==> src/hdl/tmwf_pkg.sv <==
// ----------------------------------------------------------------------------
// Trimmed-mean window filter package
// Shared widths, payload types and constant-divide coefficients.
// ----------------------------------------------------------------------------
package tmwf_pkg;

    // Port widths are fixed by the channel definitions.
    localparam int SAMPLE_PORT_W = 32;
    localparam int FILT_W        = 32;
    localparam int FILL_W        = 3;

    // Significant sample width; upper port bits are ignored.
    localparam int SAMPLE_BITS   = 32;

    localparam int WIN_LEN       = 5;
    localparam int TRIM_MIN      = 3;
    localparam int SLOT_W        = $clog2(WIN_LEN);

    // Sum of five samples, sum of three after trimming, and its magnitude.
    localparam int SUM_W         = SAMPLE_BITS + 3;
    localparam int TRIM_W        = SAMPLE_BITS + 2;
    localparam int MAG_W         = SAMPLE_BITS + 1;

    // Divide by three in two halves: high part first, then remainder:low part.
    localparam int HI_W          = MAG_W / 2;
    localparam int LO_W          = MAG_W - HI_W;
    localparam int QH_W          = HI_W - 1;
    localparam int X_W           = LO_W + 2;
    localparam int KH            = HI_W + 1;
    localparam int KL            = LO_W + 3;
    localparam logic [HI_W-1:0] RECIP_HI = HI_W'(((2 ** KH) + 2) / 3);
    localparam logic [X_W-1:0]  RECIP_LO = X_W'(((2 ** KL) + 2) / 3);

    typedef logic signed [SAMPLE_BITS-1:0] sample_t;
    typedef logic [FILL_W-1:0]             fill_t;

    typedef enum logic [1:0] {
        DIV_1 = 2'd0,
        DIV_2 = 2'd1,
        DIV_3 = 2'd2
    } div_sel_t;

    // Snapshot of the window after one transaction.
    typedef struct packed {
        sample_t [WIN_LEN-1:0] smp;
        fill_t                 fill;
    } win_t;

    // Trimmed sum ready for division.
    typedef struct packed {
        logic signed [TRIM_W-1:0] trim;
        fill_t                    fill;
    } trim_t;

endpackage

==> src/hdl/tmwf_stats.sv <==
// ----------------------------------------------------------------------------
// Trimmed-mean window filter: window statistics
// Sums the held samples, finds the extremes, and removes them when trimming.
// ----------------------------------------------------------------------------
module tmwf_stats
    import tmwf_pkg::*;
(
    input  logic  clk,
    input  logic  rst_n,
    input  logic  win_valid,
    output logic  win_ready,
    input  win_t  win,
    output logic  trim_valid,
    input  logic  trim_ready,
    output trim_t trim
);

    logic                    s2_valid_reg;
    logic signed [SUM_W-1:0] sum_reg;
    sample_t                 lo_reg;
    sample_t                 hi_reg;
    fill_t                   s2_fill_reg;

    logic                     s3_valid_reg;
    logic signed [TRIM_W-1:0] trim_reg;
    fill_t                    s3_fill_reg;

    logic                    s2_ready;
    logic                    s3_ready;
    logic signed [SUM_W-1:0] sum_next;
    sample_t                 lo_next;
    sample_t                 hi_next;
    logic signed [SUM_W-1:0] trim_next;

    assign s2_ready  = !s2_valid_reg || s3_ready;
    assign s3_ready  = !s3_valid_reg || trim_ready;
    assign win_ready = s2_ready;

    // Only slots below the fill count are held; slot 0 always is.
    always_comb
    begin
        sum_next = SUM_W'(win.smp[0]);
        lo_next  = win.smp[0];
        hi_next  = win.smp[0];
        for (int i = 1; i < WIN_LEN; i++)
        begin
            if (FILL_W'(i) < win.fill)
            begin
                sum_next = sum_next + SUM_W'(win.smp[i]);
                if (win.smp[i] < lo_next)
                begin
                    lo_next = win.smp[i];
                end
                if (win.smp[i] > hi_next)
                begin
                    hi_next = win.smp[i];
                end
            end
        end
    end

    // Drop one copy of each extreme once three or more are held.
    always_comb
    begin
        if (s2_fill_reg >= FILL_W'(TRIM_MIN))
        begin
            trim_next = sum_reg - SUM_W'(lo_reg) - SUM_W'(hi_reg);
        end
        else
        begin
            trim_next = sum_reg;
        end
    end

    always_ff @(posedge clk or negedge rst_n)
    begin
        if (!rst_n)
        begin
            s2_valid_reg <= 1'b0;
            s3_valid_reg <= 1'b0;
        end
        else
        begin
            if (s2_ready)
            begin
                s2_valid_reg <= win_valid;
            end
            if (s3_ready)
            begin
                s3_valid_reg <= s2_valid_reg;
            end
        end
    end

    always_ff @(posedge clk)
    begin
        if (s2_ready && win_valid)
        begin
            sum_reg     <= sum_next;
            lo_reg      <= lo_next;
            hi_reg      <= hi_next;
            s2_fill_reg <= win.fill;
        end
        if (s3_ready && s2_valid_reg)
        begin
            trim_reg    <= trim_next[TRIM_W-1:0];
            s3_fill_reg <= s2_fill_reg;
        end
    end

    assign trim_valid = s3_valid_reg;
    assign trim.trim  = trim_reg;
    assign trim.fill  = s3_fill_reg;

endmodule

==> config.mk <==
export PLATFORM = sky130hd
export DESIGN_NAME = tmwf_stats
export DESIGN_NICKNAME = d
export VERILOG_FILES = /design/src/hdl/tmwf_pkg.sv /design/src/hdl/tmwf_stats.sv
export SDC_FILE = /design/constraint.sdc
export NUM_CORES = 1
export LEC_CHECK = 0
export ABC_CLOCK_PERIOD_IN_PS = 10350
export BUFFER_PORTS_ARGS = -buffer_cell sky130_fd_sc_hd__buf_2
export CORE_AREA = 2 2 287 289
export CTS_CLUSTER_DIAMETER = 200
export DETAILED_ROUTE_END_ITERATION = 16
export DIE_AREA = 0 0 289 291
export PLACE_DENSITY = 0.48
export SLEW_MARGIN = 20
export SYNTH_ARGS = -nofsm -noshare
export SYNTH_HDL_FRONTEND = slang
export SYNTH_SLANG_ARGS = --single-unit
==> constraint.sdc <==
create_clock -name clk -period 10.35 [get_ports clk]
set_input_delay 3.105 -clock clk [delete_from_list [all_inputs] [get_ports clk]]
set_output_delay 3.105 -clock clk [all_outputs]
set_load 0.005 [all_outputs]
### Yosys cells after proc, flatten, opt, wreduce, memory -nomap -nowiden

Index checks and enable logic that the tools add are counted.

| cells by class | value |
|---|---|
| magnitude comparators | 13 |
| multiplexer cells | 21 |
| reductions and logical operators | 6 |
| add/subtract/negate cells | 6 |

Operators by type and width:

| operator | number |
|---|---|
| $mux 32 | 16 |
| $mux 34 | 5 |
| $gt 32x32->1 | 4 |
| $lt 32x32->1 | 4 |
| $add 34x32->34 | 3 |
| $sub 34x32->34 | 2 |
| $add 32x32->33 | 1 |
| $lt 2x3->1 const A | 2 |
| $ge 3x2->1 const B | 1 |
| $lt 1x3->1 const A | 1 |
| $lt 3x3->1 const A | 1 |
| $logic_and 1x1->1 | 2 |
| $logic_not 1->1 | 2 |
| $logic_or 1x1->1 | 2 |

| storage, ports and cells | value |
|---|---|
| bits of input ports | 167 |
| output and inout port bits | 39 |
| register bits | 140 |
| word-level logic and storage cells | 54 |

### Logic depth before layout (Yosys ltp)

Gate-level depths: netlist of run 1.

| depth | value |
|---|---|
| word-level depth | 12 |
| mapped depth | 62 |
| gate-level depth less buffers | 52 |

### Least setup slack after synthesis of run 1

OpenSTA, ideal clock, no wires.

| timing path | value |
|---|---|
| kind | input-to-reg |
| start point | input port win[34] (netlist name) |
| end point | register lo_reg[3] (data pin) |
| stages | 52 |
| required time | 10.086 ns |
| setup time | 0.264 ns |
| setup slack | -3.186 ns |
| buffers on the path | 6 |
| arrival | 13.272 ns |
| cells stage by stage | inv_1 > ha_1 > buf_2 > a21oi_2 > o21ai_2 > a2111oi_4 > nand4_1 > and3b_1 > buf_2 > o21ai_2 > buf_1 > mux2i_1 > ha_1 > a21o_1 > a21o_1 > a21o_1 > a2111oi_0 > o41ai_1 > [16 not listed] > a21oi_2 > buf_2 > mux2i_1 > ha_1 > a21o_1 > a21o_1 > a21o_1 > a21o_1 > a21o_1 > a21o_1 > a21oi_1 > o21ai_0 > a221o_1 > or4_1 > o32a_1 > mux2i_4 > buf_6 > mux2i_1 |

| between the ends | value |
|---|---|
| word-level cells in the longest chain between the ends | 12 |

Ends and longest elaborated chain:

| item | RTL line | text |
|---|---|---|
| start: declaration | tmwf_stats.sv:12 | `input win_t win,` |
| $lt 32x32->1 | tmwf_stats.sv:50 | `if (win.smp[i] < lo_next)` |
| $mux 32 | tmwf_stats.sv:50 |  |
| $mux 32 * | tmwf_stats.sv:47 | `if (FILL_W'(i) < win.fill)` |
| $lt 32x32->1 | tmwf_stats.sv:50 |  |
| $mux 32 | tmwf_stats.sv:50 |  |
| $mux 32 * | tmwf_stats.sv:47 |  |
| $lt 32x32->1 | tmwf_stats.sv:50 |  |
| $mux 32 | tmwf_stats.sv:50 |  |
| $mux 32 * | tmwf_stats.sv:47 |  |
| $lt 32x32->1 | tmwf_stats.sv:50 |  |
| $mux 32 | tmwf_stats.sv:50 |  |
| $mux 32 * | tmwf_stats.sv:47 |  |
| via lo_next[3] | tmwf_stats.sv:31 | `sample_t lo_next;` |
| end signal: assignment | tmwf_stats.sv:100 | `lo_reg <= lo_next;` |
| end: declaration | tmwf_stats.sv:20 | `sample_t lo_reg;` |

Mark *: on every way through the listed nets, which the timed path passes. The rest lies on a longest branch.
A chain may end at the register's enable or synchronous reset.

### Worst setup path in the final report of run 1

| timing path | value |
|---|---|
| start point | input port win[66] (netlist name) |
| end point | register lo_reg[4] (data pin) |

| between the ends | value |
|---|---|
| word-level cells in the longest chain between the ends | 12 |

Ends and longest elaborated chain:

| item | RTL line |
|---|---|
| $lt 32x32->1 | tmwf_stats.sv:50 |
| $mux 32 * | tmwf_stats.sv:50 |
| $mux 32 * | tmwf_stats.sv:47 |
| $lt 32x32->1 | tmwf_stats.sv:50 |
| $mux 32 | tmwf_stats.sv:50 |
| $mux 32 * | tmwf_stats.sv:47 |
| $lt 32x32->1 | tmwf_stats.sv:50 |
| $mux 32 | tmwf_stats.sv:50 |
| $mux 32 * | tmwf_stats.sv:47 |
| $lt 32x32->1 | tmwf_stats.sv:50 |
| $mux 32 | tmwf_stats.sv:50 |
| $mux 32 * | tmwf_stats.sv:47 |
| via lo_next[4] | tmwf_stats.sv:31 |

Marks and branches as above.

==> impl_metrics.tcl, run 1 <==
set metrics [dict create \
    synth-edff-count 138 \
    gr-usage-met2_pct 37.9 \
    seqCellArea_sq_um 4190 \
    slew_headroom_pct 40.4 \
    busiest_layer "met2" \
    io_buffers 205 \
    clock-sinks 140 \
    syn_to_final_growth_pct 58.1 \
    finalHoldViolations 0 \
    dp_cells 4957 \
    ys.flop_type "edfxtp_1" \
    max-cap-violations 0 \
    cp_slowest_cell "or4_4" \
    crit_family "compound AO/OA/AOI/OAI gates" \
    post_drt_wl_per_cell_um 19.8 \
    synth_largest_area_cell "ha_1" \
    cp.arrival_ns 13.59 \
    antenna_left 0 \
    critPathLaunchType "primary input" \
    dieHeight_um 291 \
    synth_adder_area_share_pct 23.1 \
    p_total_w 0.00838 \
    hp-class "reg2reg" \
    final_common_cell "buf_4" \
    ioPinCount 206 \
    synth_compound_area_share_pct 26.4 \
    critPathCaptureType "flop" \
    postPlaceCellArea_sq_um 33800 \
    grt_use_met3_pct 2.02 \
    cp.required_ns 10.55 \
    grt_start_max_net_pins 69 \
    cp_common_cell "a21o_1" \
    netlist_instances 2912 \
    wl_um 101000 \
    synthMuxAreaShare_pct 8.23 \
    yosysWarnings 0 \
    antenna_found_initial 14 \
    grt_pass1_wl_um 151000 \
    finalCritPeriodShare_pct 129 \
    syn-num-nets 3500 \
    synthDistinctLibCells 90 \
    multiInputGateArea_sq_um 21500 \
    cts_tree "yes" \
    cp_max_fo 8 \
    timing.fmax_mhz 74.7 \
    grt_pass1_vias 25626 \
    synth_top_area_share_pct 19.9 \
    synthArstFlopShare_pct 1.43 \
    clock_path_buffers 2 \
    cts_root_buf "clkbuf_16" \
    clk_pin_slew_ns 0.06 \
    initial_core_util_pct 29.7 \
    vias 26012 \
    drt_iter0_drc 1491 \
    synth_area_per_cell_sq_um 8.28 \
    vdd_drop_max_mv 0.114 \
    synthTopCellsByArea "ha_1 (20%), edfxtp_1 (17%), mux2i_1 (6.6%)" \
    path_buf_inv 12 \
    powerDensity_nw_per_um2 220 \
    dr.pass1.iters 5 \
    globalplace.congestion 0.921 \
    yosys_register_bits 140 \
    netlist_area_sq_um 24100 \
    final_cell_mix "buf_4 (934), ha_1 (338), inv_1 (235)" \
    fin_nets 4630 \
    synth_seq_area_share_pct 17.4 \
    setup-violations-final 68 \
    num-fill-cells 7908 \
    drive_gt1_share_pct 42.1 \
    cts_buffers 17 \
    fin_ws_ns -3.04 \
    violations "negative setup slack" \
    rsz0062_at_grt "true" \
    fin_cells 5129 \
    crit_type "in2reg" \
    yosys.area_share.simple_pct 13.9 \
    dpl.hpwl_um 84300 \
    stdcell_area_sq_um 38100 \
    grt_util_met1_pct 32.9 \
    fp.dieW_um 289 \
    die_area_sq_um 84100 \
    synth_top_family_by_area "compound AO/OA/AOI/OAI gates" \
    status "finished, violations left" \
    clock_latency_ns 0.45 \
    row_count 105 \
    max_stage_delay_ns 0.58 \
    p_leak_nw 17.9 \
    vias_per_cell 5.07 \
    gr-total-overflow 0 \
    grt_util_all_layers_pct 23.4 \
    htreeDepth 4 \
    finalCriticalPeriod_ns 13.39 \
    yosys.area_share.xor_xnor_pct 5.09 \
    fin_skew_ns 0.00995 \
    route.detailed.drc 0 \
    core_sq_um 81200 \
    finalMaxSlewViolations 0 \
    max_slew.worst_pin.slew_ns 0.895 \
]
## area by class of cell
type                    count  area share, %
multi-input cells        2410           56.5
repair buffers           1217           24.8
flip-flops and latches    140           11.0
well taps                1070           3.51
inverters                 256           2.55
clock buffers              19           1.14
clock inverters            11          0.447
diodes                      6         0.0394
## stage by stage
stage | TNS (ns) | util [%] | setup WS, ns | hold WS, ns
2_1_floorplan | -138.09 | - | -2.33 | 0.427
4_1_cts | -178.82 | 45.1 | -3.05 | 0.491
5_1_grt | -211.20 | 46.9 | -3.35 | 0.521
3_5_place_dp | -256.72 | 41.6 | -4.45 | 0.477
3_3_place_gp | -253.19 | 41.6 | -4.40 | 0.456
6_report | -185.64 | 46.9 | -3.04 | 0.487
## Yosys cell counts (57+ instances only)
library cell    n
nor3_1         71
nand2_1       194
a21oi_1       258
nor2_1        197
mux2i_1       160
inv_1         253
clkbuf_1       73
edfxtp_1      138
xnor2_1        87
o21ai_0       133
ha_1          384
a211oi_1       57
a21o_1        120
## power breakdown
| part | internal, W | total (W) | switching (W) |
|---|---|---|---|
| Sequential | 0.000933 | 0.00102 | 0.0000881 |
| Combinational | 0.00336 | 0.00671 | 0.00335 |
| Clock | 0.000400 | 0.000650 | 0.000251 |
| Total | 0.00469 | 0.00838 | 0.00369 |
## layer usage
layer	share of wire [%]	wire, um
met2	45	46000
met3	3.8	3890
met4	3.0	3030
met1	48	48500
met5	0.038	39
## kinds of logic (layout without fill, tap and decap cells)
family,count (synthesis),in the layout
AO/OA/AOI/OAI,951,952
AND/OR/NAND/NOR,702,703
adder cells (fa/ha/maj),422,422
buffers and inverters,364,1503
multiplexers,193,193
XOR/XNOR,140,140
flip-flops,140,140
other,0,6
## path summary, 6_finish.rpt
path | slack (ns) | from | depth (start not counted) | to
min in group asynchronous | 2.43 | rst_n | 1 | s2_valid_reg
max reg2reg | 5.43 | sum_reg[0] | 18 | trim_reg[30]
max | -3.04 | win[66] | 53 | lo_reg[4]
max in group asynchronous | 7.82 | rst_n | 1 | trim_valid
min reg2reg | 0.49 | s2_valid_reg | 1 | trim_valid
min | 0.49 | s2_valid_reg | 1 | trim_valid
## worst reg2reg max path, stage by stage (launching register included)
cell and delay (ns):
edfxtp_1 0.45, fa_1 0.58, inv_1 0.05, ha_1 0.18
or2_2 0.30, fa_1 0.41, a21o_1 0.18, a21oi_1 0.26
o21bai_1 0.11, a21oi_1 0.23, o21bai_1 0.14, a41oi_1 0.29
or3_1 0.23, a21o_1 0.21, a41oi_1 0.18, a211o_1 0.37
a31oi_1 0.21, xor2_1 0.15, o21ai_0 0.10
## what timing repair did
item,CTS,global route
buffers inserted,77,59
cloned,13,1
gates resized for setup,261,223
setup endpoints to repair,76,79
pin swaps,103,164
hold buffers,0,0
No activity file was read; power rests on OpenSTA's default activity.
==> run 2: changes to the inputs <==
==> constraint.sdc (replaced) <==
create_clock -name clk -period 10.35 [get_ports clk]
set_input_delay 1.035 -clock clk [delete_from_list [all_inputs] [get_ports clk]]
set_output_delay 1.035 -clock clk [all_outputs]
set_load 0.005 [all_outputs]
==> impl_metrics.tcl, run 2 (synthesized netlist as in run 1, its figures left out) <==
set metrics [dict create \
    status "finished, violations left" \
    violations "negative setup slack" \
    dr.pass1.iters 5 \
    final_common_cell "buf_4" \
    timing.rr.start "sum_reg[0]" \
    core_sq_um 81200 \
    finalCritPeriodShare_pct 109 \
    powerDensity_nw_per_um2 221 \
    hp-class "in2async" \
    clock_path_buffers 2 \
    wl_um 99500 \
    p_seq_share_pct 13.3 \
    dpl.hpwl_um 80200 \
    max-cap-violations 0 \
    max_stage_delay_ns 0.56 \
    pwr-share-comb_pct 77.8 \
    critPathLaunchType "primary input" \
    setup_tns_ns -45.86 \
    rrSetupSlack_ns 5.48 \
    vias_per_cell 5.24 \
    cp_common_cell "a21o_1" \
    grt_start_max_net_pins 69 \
    cp.required_ns 10.55 \
    drt_iter0_drc 1519 \
    initial_core_util_pct 29.7 \
    slew_headroom_pct 18.9 \
    timing.fmax_mhz 88.4 \
    max_slew.worst_pin.slew_ns 1.22 \
    internal-power_w 0.00417 \
    vias 24886 \
    drive_gt1_share_pct 34.3 \
    grt_pass1_vias 24130 \
    cp_max_fo 8 \
    vdd_drop_max_mv 0.124 \
    finalMaxSlewViolations 0 \
    rsz0062_at_grt "true" \
    fin_nets 4249 \
    grt_pass1_wl_um 146000 \
    ioPinCount 206 \
    finalHoldViolations 0 \
    fin_ws_ns -0.964 \
    antenna_left 0 \
    rr_worst_depth 18 \
    clkPwrFrac_pct 8.8 \
    fp.dieW_um 289 \
    p_sw_share_pct 45.7 \
    fin_skew_ns 0.00855 \
    die_area_sq_um 84100 \
    globalplace.congestion 0.929 \
    r2r-end "trim_reg[30]" \
    antenna_found_initial 11 \
    switching_power_w 0.00350 \
    grt_util_all_layers_pct 22.6 \
    gr-total-overflow 0 \
    finalCriticalPeriod_ns 11.31 \
    cp.arrival_ns 11.51 \
    preCtsSetupSlack_ns -2.17 \
    io_buffers 205 \
    num-fill-cells 8184 \
    cts_tree "yes" \
    row_count 105 \
    cp_slowest_cell "or4_4" \
    clk_pin_slew_ns 0.07 \
    syn_to_final_growth_pct 43.8 \
    crit_family "compound AO/OA/AOI/OAI gates" \
    route.detailed.drc 0 \
    final_cell_mix "buf_4 (559), ha_1 (348), inv_1 (235)" \
    critPathCaptureType "flop" \
    post_drt_wl_per_cell_um 20.9 \
    cts_root_buf "clkbuf_16" \
    crit_type "in2reg" \
    setup-violations-final 64 \
    p_leak_nw 15.9 \
    clock-sinks 140 \
    cts_buffers 17 \
    clock_latency_ns 0.45 \
    htreeDepth 4 \
    path_buf_inv 9 \
    dieHeight_um 291 \
]
## run 2: cell types whose count changed in the layout (fill, tap and decap cells not counted), moves of 7 or more
cell	change
a211oi_1	+14
o21ai_0	+15
a21oi_2	-10
a211oi_2	-14
a31oi_1	+9
ha_1	+10
a2111oi_4	-8
nand2_1	+7
ha_4	-9
o21ai_2	-7
buf_4	-375
o21ai_1	-8
mux2i_1	-12
a21oi_1	+11
## run 2: through the flow
step                      area (sq um)  power [W]  hold slack, ns  util, %  instances
final                            34700    0.00767           0.359     42.7       4751
after global routing             34700    0.00831           0.345     42.7       4749
after CTS                        32700    0.00730           0.334     40.2       4699
after detailed placement         30300    0.00626           0.468     37.4       4604
after global placement           30300    0.00625           0.458     37.4       4604
after floorplan                  24500    0.00446           0.427        -       2912
## run 2: worst max path at each step
stage	slack (ns)	endpoint	from	depth (start not counted)
floorplan	-0.26	lo_reg[17]	win[66]	51
global placement	-2.12	lo_reg[29]	win[34]	52
detailed placement	-2.17	lo_reg[29]	win[34]	52
CTS	-0.91	lo_reg[29]	win[34]	54
global route	-1.20	lo_reg[29]	win[52]	53
finish	-0.96	lo_reg[29]	win[52]	53
## run 2: area by class of cell
cell class	instances	area, sq um	area share (%)
multi-input combinational	2409	20900	60.4
clock inverter	15	215	0.621
sequential	140	4190	12.1
clock buffer	17	425	1.23
inverter	256	973	2.81
antenna	7	17.5	0.0505
timing repair buffer	837	6550	18.9
tap	1070	1340	3.86
## run 2: timing repair
item                                    in CTS  in global routing
pin swaps                                   63                153
endpoints found under the setup margin      64                 64
cloned                                      10                  6
buffers inserted                            54                 53
gates resized for setup                    226                290
hold buffers                                 0                  0
## run 2: metal layers
| metal | GRT usage, % | up-vias | wire [um] | part of all wire [%] |
|---|---|---|---|---|
| met5 | 0 | - | 58 | 0.058 |
| met4 | 6.07 | 10 | 2700 | 2.7 |
| met3 | 2.13 | 111 | 4030 | 4.0 |
| met2 | 36.0 | 601 | 44500 | 45 |
| met1 | 32.3 | 11805 | 48300 | 49 |
| li1 | - | 12359 | - | - |
## run 2: power by group through the flow
stage / clock (W) / sequential [W] / combinational [W]
final: 0.000678 / 0.00102 / 0.00597
after floorplan: 0 / 0.00101 / 0.00346
after global placement: 0 / 0.00104 / 0.00521
after detailed placement: 0 / 0.00104 / 0.00523
after global routing: 0.000714 / 0.00104 / 0.00655
after CTS: 0.000695 / 0.00102 / 0.00558
